==> src/hw/rtl/wcr_pkg.sv <==
// wcr_pkg: shared constants, status codes and types for the write-combine range table
// no dependencies; imported by every module of the block

package wcr_pkg;

  // table geometry and page size
  localparam int          WCR_MAX_ENTRIES = 8;
  localparam int          PAGE_BYTES      = 4096;
  localparam logic [11:0] PAGE_MASK       = 12'hfff;
  localparam logic [63:0] MASK_VALID      = 64'h800;

  // configuration register indexes
  localparam logic [1:0] CFG_ADDR_BITS    = 2'd0;
  localparam logic [1:0] CFG_ENTRY_COUNT  = 2'd1;
  localparam logic [1:0] CFG_WC_SUPPORTED = 2'd2;

  // configuration reset values
  localparam logic [5:0] ADDR_BITS_RST    = 6'd36;
  localparam logic [3:0] ENTRY_COUNT_RST  = 4'd8;
  localparam logic       WC_SUPPORTED_RST = 1'b1;

  // address width clamp
  localparam logic [5:0] ADDR_BITS_MIN = 6'd32;
  localparam logic [5:0] ADDR_BITS_MAX = 6'd52;

  // result status codes
  localparam logic [2:0] ST_WRITTEN     = 3'd0;
  localparam logic [2:0] ST_COVERED     = 3'd1;
  localparam logic [2:0] ST_NOFREE      = 3'd2;
  localparam logic [2:0] ST_UNSUPPORTED = 3'd3;
  localparam logic [2:0] ST_BADSIZE     = 3'd4;
  localparam logic [2:0] ST_MISALIGNED  = 3'd5;
  localparam logic [2:0] ST_LOADED      = 3'd6;

  // one result word
  typedef struct packed {
    logic [2:0]  status;
    logic [2:0]  slot;
    logic [63:0] new_base;
    logic [63:0] new_mask;
  } wcr_res_t;

  // table write request (index travels beside it)
  typedef struct packed {
    logic        en;
    logic [63:0] base;
    logic [63:0] mask;
  } wcr_wr_t;

endpackage

==> src/hw/rtl/write_combine_range_table.sv <==
// write_combine_range_table: sequencer over wcr_table and wcr_cover_unit, uses wcr_pkg
// steps after accept: a load word or an unsupported request goes straight to emit; other
// requests round, check the size (bad size exits), check alignment (misaligned exits), then
// scan one entry per cycle through the cover unit (covered exits early) and then emit
// throughput: one word at a time; the input stalls until emit hands the result over
// reset: synchronous active low; table all invalid, address width 36, eight entries, wc on

module write_combine_range_table import wcr_pkg::*; #(
  parameter int MAX_ENTRIES = WCR_MAX_ENTRIES
) (
  input  logic        clk,
  input  logic        rst_n,
  // input words
  input  logic        in_valid,
  output logic        in_stall,
  input  logic        in_kind,
  input  logic [51:0] in_address,
  input  logic [52:0] in_size_bytes,
  input  logic [2:0]  in_entry_index,
  input  logic [63:0] in_base_word,
  input  logic [63:0] in_mask_word,
  // result words
  output logic        out_valid,
  input  logic        out_stall,
  output logic [2:0]  out_status,
  output logic [2:0]  out_slot,
  output logic [63:0] out_new_base,
  output logic [63:0] out_new_mask,
  // configuration writes
  input  logic        cfg_we,
  input  logic [1:0]  cfg_index,
  input  logic [5:0]  cfg_wdata
);

  localparam int IDX_W = (MAX_ENTRIES > 1) ? $clog2(MAX_ENTRIES) : 1;
  localparam int CNT_W = $clog2(MAX_ENTRIES + 1);

  typedef logic [IDX_W-1:0] idx_t;
  typedef logic [CNT_W-1:0] cnt_t;

  localparam logic [2:0] S_IDLE  = 3'd0;
  localparam logic [2:0] S_ROUND = 3'd1;
  localparam logic [2:0] S_CHECK = 3'd2;
  localparam logic [2:0] S_ALIGN = 3'd3;
  localparam logic [2:0] S_SCAN  = 3'd4;
  localparam logic [2:0] S_EMIT  = 3'd5;

  logic [2:0]  state_r, state_nxt;
  logic [52:0] addr_r, addr_nxt;
  logic [53:0] size_r, size_nxt;
  logic [53:0] size_m1_r, size_m1_nxt;
  logic [53:0] end_r, end_nxt;
  logic [63:0] amask_r, amask_nxt;
  cnt_t        cnt_r, cnt_nxt;
  logic        have_free_r, have_free_nxt;
  idx_t        free_slot_r, free_slot_nxt;
  wcr_res_t    res_r, res_nxt;
  wcr_res_t    out_r, out_nxt;
  logic        out_valid_r, out_valid_nxt;
  logic [5:0]  addr_bits_r;
  logic [3:0]  entry_count_r;
  logic        wc_supported_r;

  wcr_wr_t     tbl_wr;
  idx_t        tbl_wr_idx;
  logic [63:0] rd_base, rd_mask;
  logic        covers;
  logic        unsupported;
  logic        scan_more;
  logic [5:0]  bits_c;
  logic [63:0] amask_c;

  // configuration registers
  always_ff @(posedge clk) begin
    if (!rst_n) begin
      addr_bits_r    <= ADDR_BITS_RST;
      entry_count_r  <= ENTRY_COUNT_RST;
      wc_supported_r <= WC_SUPPORTED_RST;
    end else if (cfg_we) begin
      unique case (cfg_index)
        CFG_ADDR_BITS:    addr_bits_r    <= cfg_wdata;
        CFG_ENTRY_COUNT:  entry_count_r  <= cfg_wdata[3:0];
        CFG_WC_SUPPORTED: wc_supported_r <= cfg_wdata[0];
        default: ;
      endcase
    end
  end

  // entry table and shared cover test
  wcr_table #(
    .DEPTH (MAX_ENTRIES),
    .IDX_W (IDX_W)
  ) u_table (
    .clk     (clk),
    .rst_n   (rst_n),
    .wr      (tbl_wr),
    .wr_idx  (tbl_wr_idx),
    .rd_idx  (idx_t'(cnt_r)),
    .rd_base (rd_base),
    .rd_mask (rd_mask)
  );

  wcr_cover_unit u_cover (
    .lo       (addr_r),
    .end_incl (end_r),
    .amask    (amask_r),
    .base     (rd_base),
    .mask     (rd_mask),
    .covers   (covers)
  );

  // address mask from clamped width
  always_comb begin
    if (addr_bits_r < ADDR_BITS_MIN) begin
      bits_c = ADDR_BITS_MIN;
    end else if (addr_bits_r > ADDR_BITS_MAX) begin
      bits_c = ADDR_BITS_MAX;
    end else begin
      bits_c = addr_bits_r;
    end
    amask_c = ~({64{1'b1}} << bits_c);
  end

  assign unsupported = !wc_supported_r || (entry_count_r == 4'd0) ||
                       (32'(entry_count_r) > MAX_ENTRIES);
  assign scan_more   = (5'(cnt_r) < {1'b0, entry_count_r});
  assign in_stall    = (state_r != S_IDLE);

  // sequencer
  always_comb begin
    state_nxt     = state_r;
    addr_nxt      = addr_r;
    size_nxt      = size_r;
    size_m1_nxt   = size_m1_r;
    end_nxt       = end_r;
    amask_nxt     = amask_r;
    cnt_nxt       = cnt_r;
    have_free_nxt = have_free_r;
    free_slot_nxt = free_slot_r;
    res_nxt       = res_r;
    out_nxt       = out_r;
    out_valid_nxt = out_valid_r;
    tbl_wr        = '0;
    tbl_wr_idx    = free_slot_r;

    if (out_valid_r && !out_stall) begin
      out_valid_nxt = 1'b0;
    end

    unique case (state_r)
      S_IDLE: begin
        if (in_valid) begin
          if (in_kind) begin
            // direct load, ignored beyond the table
            if (32'(in_entry_index) < MAX_ENTRIES) begin
              tbl_wr.en   = 1'b1;
              tbl_wr.base = in_base_word;
              tbl_wr.mask = in_mask_word;
              tbl_wr_idx  = idx_t'(in_entry_index);
              res_nxt     = '{ST_LOADED, in_entry_index, in_base_word, in_mask_word};
            end else begin
              res_nxt = '{ST_LOADED, 3'd0, 64'd0, 64'd0};
            end
            state_nxt = S_EMIT;
          end else if (unsupported) begin
            res_nxt   = '{ST_UNSUPPORTED, 3'd0, 64'd0, 64'd0};
            state_nxt = S_EMIT;
          end else begin
            addr_nxt  = {1'b0, in_address};
            size_nxt  = {1'b0, in_size_bytes};
            state_nxt = S_ROUND;
          end
        end
      end
      S_ROUND: begin
        // round address and size up to a page
        addr_nxt  = (addr_r + {41'd0, PAGE_MASK}) & ~{41'd0, PAGE_MASK};
        size_nxt  = (size_r + {42'd0, PAGE_MASK}) & ~{42'd0, PAGE_MASK};
        state_nxt = S_CHECK;
      end
      S_CHECK: begin
        // size must be a nonzero power of two
        if (!$onehot(size_r)) begin
          res_nxt   = '{ST_BADSIZE, 3'd0, 64'd0, 64'd0};
          state_nxt = S_EMIT;
        end else begin
          size_m1_nxt = size_r - 54'd1;
          state_nxt   = S_ALIGN;
        end
      end
      S_ALIGN: begin
        // alignment only matters above one page
        if ((|size_r[53:13]) && (|({1'b0, addr_r} & size_m1_r))) begin
          res_nxt   = '{ST_MISALIGNED, 3'd0, 64'd0, 64'd0};
          state_nxt = S_EMIT;
        end else begin
          end_nxt       = {1'b0, addr_r} + size_m1_r;
          amask_nxt     = amask_c;
          cnt_nxt       = '0;
          have_free_nxt = 1'b0;
          state_nxt     = S_SCAN;
        end
      end
      S_SCAN: begin
        if (scan_more) begin
          // one entry per cycle
          if (rd_mask[11]) begin
            if (covers) begin
              res_nxt   = '{ST_COVERED, 3'd0, 64'd0, 64'd0};
              state_nxt = S_EMIT;
            end
          end else if (!have_free_r) begin
            have_free_nxt = 1'b1;
            free_slot_nxt = idx_t'(cnt_r);
          end
          cnt_nxt = cnt_r + cnt_t'(1);
        end else if (!have_free_r) begin
          res_nxt   = '{ST_NOFREE, 3'd0, 64'd0, 64'd0};
          state_nxt = S_EMIT;
        end else begin
          // claim the first free entry
          tbl_wr.en   = 1'b1;
          tbl_wr.base = ({11'd0, addr_r} & amask_r) | 64'd1;
          tbl_wr.mask = (~{10'd0, size_m1_r} & amask_r) | MASK_VALID;
          res_nxt     = '{ST_WRITTEN, 3'(free_slot_r), tbl_wr.base, tbl_wr.mask};
          state_nxt   = S_EMIT;
        end
      end
      S_EMIT: begin
        // hand over once the output register is free
        if (!out_valid_r || !out_stall) begin
          out_nxt       = res_r;
          out_valid_nxt = 1'b1;
          state_nxt     = S_IDLE;
        end
      end
      default: begin
        state_nxt = S_IDLE;
      end
    endcase
  end

  // control registers
  always_ff @(posedge clk) begin
    if (!rst_n) begin
      state_r     <= S_IDLE;
      out_valid_r <= 1'b0;
      cnt_r       <= '0;
      have_free_r <= 1'b0;
    end else begin
      state_r     <= state_nxt;
      out_valid_r <= out_valid_nxt;
      cnt_r       <= cnt_nxt;
      have_free_r <= have_free_nxt;
    end
  end

  // datapath registers
  always_ff @(posedge clk) begin
    addr_r      <= addr_nxt;
    size_r      <= size_nxt;
    size_m1_r   <= size_m1_nxt;
    end_r       <= end_nxt;
    amask_r     <= amask_nxt;
    free_slot_r <= free_slot_nxt;
    res_r       <= res_nxt;
    out_r       <= out_nxt;
  end

  assign out_valid    = out_valid_r;
  assign out_status   = out_r.status;
  assign out_slot     = out_r.slot;
  assign out_new_base = out_r.new_base;
  assign out_new_mask = out_r.new_mask;

  // a new result only comes out of the emit step
  a_emit_source: assert property (@(posedge clk) disable iff (!rst_n)
    $rose(out_valid_r) |-> $past(state_r == S_EMIT))
    else $error("result raised outside emit step");

  // scan never runs past the entry count
  a_scan_bound: assert property (@(posedge clk) disable iff (!rst_n)
    (state_r == S_SCAN) |-> (5'(cnt_r) <= {1'b0, entry_count_r}))
    else $error("scan index beyond entry count");

  // a written entry is always valid and typed write-combining
  a_written_valid: assert property (@(posedge clk) disable iff (!rst_n)
    (out_valid_r && out_r.status == ST_WRITTEN) |-> (out_r.new_mask[11] && out_r.new_base[0]))
    else $error("written entry not valid");

  // results without a table write carry zero payload
  a_zero_payload: assert property (@(posedge clk) disable iff (!rst_n)
    (out_valid_r && out_r.status != ST_WRITTEN && out_r.status != ST_LOADED) |->
      (out_r.slot == 3'd0 && out_r.new_base == 64'd0 && out_r.new_mask == 64'd0))
    else $error("nonzero payload on a result without a write");

endmodule

==> src/hw/rtl/wcr_table.sv <==
// wcr_table: range entry register file, one write port, one read port, cleared by reset
// depends on wcr_pkg for the write request type

module wcr_table import wcr_pkg::*; #(
  parameter int DEPTH = WCR_MAX_ENTRIES,
  parameter int IDX_W = (DEPTH > 1) ? $clog2(DEPTH) : 1
) (
  input  logic             clk,
  input  logic             rst_n,
  input  wcr_wr_t          wr,
  input  logic [IDX_W-1:0] wr_idx,
  input  logic [IDX_W-1:0] rd_idx,
  output logic [63:0]      rd_base,
  output logic [63:0]      rd_mask
);

  logic [63:0] base_r [DEPTH];
  logic [63:0] mask_r [DEPTH];

  // entry storage, all invalid after reset
  always_ff @(posedge clk) begin
    if (!rst_n) begin
      for (int i = 0; i < DEPTH; i++) begin
        base_r[i] <= '0;
        mask_r[i] <= '0;
      end
    end else if (wr.en) begin
      base_r[wr_idx] <= wr.base;
      mask_r[wr_idx] <= wr.mask;
    end
  end

  // entry under scan
  assign rd_base = base_r[rd_idx];
  assign rd_mask = mask_r[rd_idx];

endmodule

==> src/hw/rtl/wcr_cover_unit.sv <==
// wcr_cover_unit: shared per-entry test, does one range entry contain the request range
// depends on wcr_pkg for the page mask

module wcr_cover_unit import wcr_pkg::*; (
  input  logic [52:0] lo,
  input  logic [53:0] end_incl,
  input  logic [63:0] amask,
  input  logic [63:0] base,
  input  logic [63:0] mask,
  output logic        covers
);

  logic [63:0] b_al;
  logic [63:0] span;
  logic [64:0] last;

  // entry start and inclusive end, carry means it reaches the top
  always_comb begin
    b_al = base & ~{52'd0, PAGE_MASK};
    span = amask & ~(mask & ~{52'd0, PAGE_MASK});
    last = {1'b0, b_al} + {1'b0, span};
  end

  // type bit 0, lower bound, then upper bound
  always_comb begin
    if (!base[0]) begin
      covers = 1'b0;
    end else if ({11'd0, lo} < b_al) begin
      covers = 1'b0;
    end else if (last[64]) begin
      covers = 1'b1;
    end else begin
      covers = ({10'd0, end_incl} <= last[63:0]);
    end
  end

endmodule

==> config.mk <==
export PLATFORM = sky130hd
export DESIGN_NAME = write_combine_range_table
export DESIGN_NICKNAME = d
export VERILOG_FILES = /design/src/hw/rtl/wcr_pkg.sv /design/src/hw/rtl/write_combine_range_table.sv /design/src/hw/rtl/wcr_table.sv /design/src/hw/rtl/wcr_cover_unit.sv
export SDC_FILE = /design/constraint.sdc
export NUM_CORES = 2
export LEC_CHECK = 0
export ABC_AREA = 1
export BUFFER_PORTS_ARGS = -buffer_cell sky130_fd_sc_hd__buf_2
export CAP_MARGIN = 10
export CORE_MARGIN = 4
export CORE_UTILIZATION = 59
export CTS_CLUSTER_DIAMETER = 120
export DETAILED_ROUTE_END_ITERATION = 6
export GPL_ROUTABILITY_DRIVEN = 1
export PLACE_DENSITY = 0.77
export SETUP_SLACK_MARGIN = 0.05
export SLEW_MARGIN = 0
export SYNTH_ARGS = -nofsm -noshare
export SYNTH_HDL_FRONTEND = slang
export SYNTH_SLANG_ARGS = --single-unit
export TNS_END_PERCENT = 5
==> constraint.sdc <==
create_clock -name clk -period 18.97 [get_ports clk]
set_input_delay 1.897 -clock clk [delete_from_list [all_inputs] [get_ports clk]]
set_output_delay 1.897 -clock clk [all_outputs]
set_load 0.05 [all_outputs]
==> results.json <==
{
  "synth-simple-area-share": 0.1797,
  "dr.pass1.iters": 7,
  "final-instance-count-excl-fill": 9488,
  "slew_headroom": 0.2238,
  "utilization": 0.6660,
  "avgSynthCellArea_sq_um": 9.700,
  "slowest_delay_ps": 870,
  "hold_depth": 0,
  "start_kind": "register",
  "fill_cells": 9343,
  "clockBufferDepth": 3,
  "path_max_fanout": 65,
  "dp.cells": 9217,
  "async_reset_ff_frac": 0,
  "antenna_found_initial": 12,
  "drtAntennaViolNets": 0,
  "synth_area_sq_um": 72050,
  "synth_flop_cell": "edfxtp_1",
  "synth_warnings": 0,
  "die_x_um": 357.4,
  "synth_compound_area_frac": 0.09769,
  "post-place-ws_ps": 10220,
  "ys_seq_area_frac": 0.5853,
  "synth-xor-area-share": 0.02407,
  "drc": 2,
  "synth_top_family_by_area": "simple AND/OR/NAND/NOR gates",
  "wl_met3_um": 28650,
  "initial_core_util": 0.5974,
  "tns_ps": 0,
  "cp.required_ps": 19380,
  "vias": 57860,
  "dr_wl_met2_um": 111900,
  "io_pins": 386,
  "root_buffer": "clkbuf_16",
  "synth_fa_ha_area_frac": 0.05029,
  "crit_slowest_cell": "dfxtp_4",
  "cts.sinks": 1412,
  "fin_skew_ps": 25.15,
  "die_h_um": 357.4,
  "hold_violations": 0,
  "top_layer": "met5",
  "h-tree-depth": 4,
  "worstMarginPinSlew_ps": 1152,
  "gp_congestion": 1.025,
  "power.density_nw_per_um2": 211.4,
  "final_net_count": 8267,
  "cpMostUsedCell": "nand2_1",
  "violations": "design-rule violations",
  "grt_max_degree": 184,
  "p_leak_nw": 31.84,
  "drv_slew": 0,
  "cts_buffers": 148,
  "worstPathArrival_ps": 9450,
  "max_freq_mhz": 110.6,
  "hold_path_class": "register to register",
  "fin_crit_sh": 0.4766,
  "synth_cells": 7427,
  "setup_slack_ps": 9929,
  "synth_edf_count": 1389,
  "maxCapViolCount": 0,
  "fin_crit_ps": 9041,
  "postCtsSetupBuffers": 0,
  "cts_tree": "yes",
  "gr-total-overflow": 0,
  "reg2reg_depth": 34,
  "layout-drive-gt1-share": 0.09604,
  "fin_hold_ws_ps": 416.4,
  "rows": 127,
  "path_clk_slew_ps": 60,
  "drtIter0Drc": 8749,
  "status": "finished, violations left",
  "synthMuxAreaShare": 0,
  "rsz0062_at_grt": "false",
  "critPathKind": "register to register",
  "synth_seq_cells": 1412,
  "synth_cell_types": 58,
  "wl_met1_um": 88010,
  "dp_hpwl_um": 170900,
  "ctsHoldBuffers": 0,
  "register_area_sq_um": 42180,
  "area_delta_synth_final_pct": 11.48,
  "grt_first_pass_wirelength_um": 353700,
  "crit_path_end_kind": "register",
  "setup_viol": 0,
  "die_area_sq_um": 127800,
  "core-area_sq_um": 120600,
  "portBuffers": 385,
  "routedWlPerCell_um": 25.67,
  "wl_um": 243600,
  "multi_input_area_sq_um": 25700,
  "worstSkewPairLatency_ps": 800,
  "postCtsResizedCells": 0,
  "grtUsageTotal": 0.3769,
  "grt_pass1_vias": 55970,
  "ir_worst_vdd_uv": 3267,
  "viasPerCell": 6.099
}
report_power, final:
group | switching, W | internal (W)
clock | 0.00124 | 0.00160
sequential | 0.000469 | 0.00422
combinational | 0.00604 | 0.00342
total | 0.00774 | 0.00924
cell usage after synthesis (23+ instances only):
library cell | instances | area, sq um
nor2_1 | 1426 | 5353
edfxtp_1 | 1389 | 41710
nand2_1 | 1191 | 4471
inv_1 | 849 | 3187
o21ai_0 | 518 | 2592
a21oi_1 | 389 | 1947
clkbuf_1 | 223 | 837.1
ha_1 | 216 | 2703
nand3_1 | 195 | 975.9
xor2_1 | 152 | 1331
o22ai_1 | 113 | 706.9
a221oi_1 | 98 | 858.3
nor3_1 | 70 | 350.3
buf_2 | 67 | 335.3
nand3b_1 | 51 | 382.9
fa_1 | 46 | 920.9
xnor2_1 | 46 | 402.9
nand4_1 | 45 | 281.5
nor3b_1 | 43 | 322.8
nor4_1 | 42 | 262.8
buf_1 | 30 | 112.6
a31oi_1 | 24 | 150.1
dfxtp_1 | 23 | 460.4
o31ai_1 | 23 | 172.7
cell usage in the layout (no fill, tap or decap), types with 31 or more instances in the layout:
master	Yosys	routed
nand3_1	195	195
clkbuf_1	223	31
conb_1	2	43
ha_1	216	216
xnor2_1	46	46
nand2_1	1191	1173
inv_1	849	846
nor2_1	1426	1422
clkbuf_16	0	154
nor3b_1	43	43
buf_4	0	70
o21ai_0	518	518
nand4_1	45	45
nor4_1	42	42
nor3_1	70	70
buf_2	67	385
xor2_1	152	152
edfxtp_1	1389	1389
fa_1	46	46
o22ai_1	113	113
nand3b_1	51	51
a21oi_1	389	388
a221oi_1	98	98
path summary, 6_finish.rpt:
path	slack, ps	startpoint	end
max	9930	register	res_r[102]$_DFFE_PP_
min	420	res_r[114]$_DFFE_PP_	out_new_base[50]$_DFFE_PP_
max reg2reg	9930	register	res_r[102]$_DFFE_PP_
min reg2reg	420	res_r[114]$_DFFE_PP_	out_new_base[50]$_DFFE_PP_
final cells by class:
cell class | count | area share
Inverter | 862 | 0.04053
Sequential cell | 1412 | 0.5252
Clock inverter | 79 | 0.008132
Clock buffer | 188 | 0.04994
Tap cell | 1612 | 0.02511
Antenna cell | 4 | 0.0001246
Multi-Input combinational cell | 4874 | 0.3200
Timing Repair Buffer | 457 | 0.03103
cells by family after synthesis:
group / count (synthesis)
AOI/OAI and AO/OA: 1245
adders and majority gates: 262
DFF: 1412
xor gates and xnor gates: 198
other: 2
buffers and inverters: 1182
and+or+nand+nor: 3126
routing by layer:
| metal | track usage | up-vias |
|---|---|---|
| met2 | 0.5988 | 3850 |
| met5 | 0 | - |
| met1 | 0.4856 | 27480 |
| met3 | 0.09137 | 690 |
| li1 | - | 25840 |
| met4 | 0.1919 | 4 |
state kept, by name, summed over array words and instances, names as in the netlist, named ones only:
register        cells
out_new_mask       64
u_table.base_r    424
addr_r             53
size_m1_r          54
entry_count_r       4
out_new_base       64
cnt_r               4
wc_supported_r      1
free_slot_r         3
size_r             54
state_r             3
end_r              54
res_r             134
amask_r            63
out_status          3
addr_bits_r         6
u_table.mask_r    416
have_free_r         1
out_valid           1
out_slot            3
critical path, delay by kind of cell (launching register included):
kind            cells  cell delay [ps]
flops               1              870
buf+inv             6             2160
simple gates       20             3350
xor+xnor            1              100
fa+ha+maj           2              740
compound gates      5             1010
through the flow:
stage               cell area [sq um]  power (W)
floorplan                       72200    0.01090
global placement                75640    0.01311
detailed placement              75640    0.01405
CTS                             80310    0.01692
global route                    80310    0.01817
finish                          80320    0.01698
No activity file was read; power rests on OpenSTA's default activity.
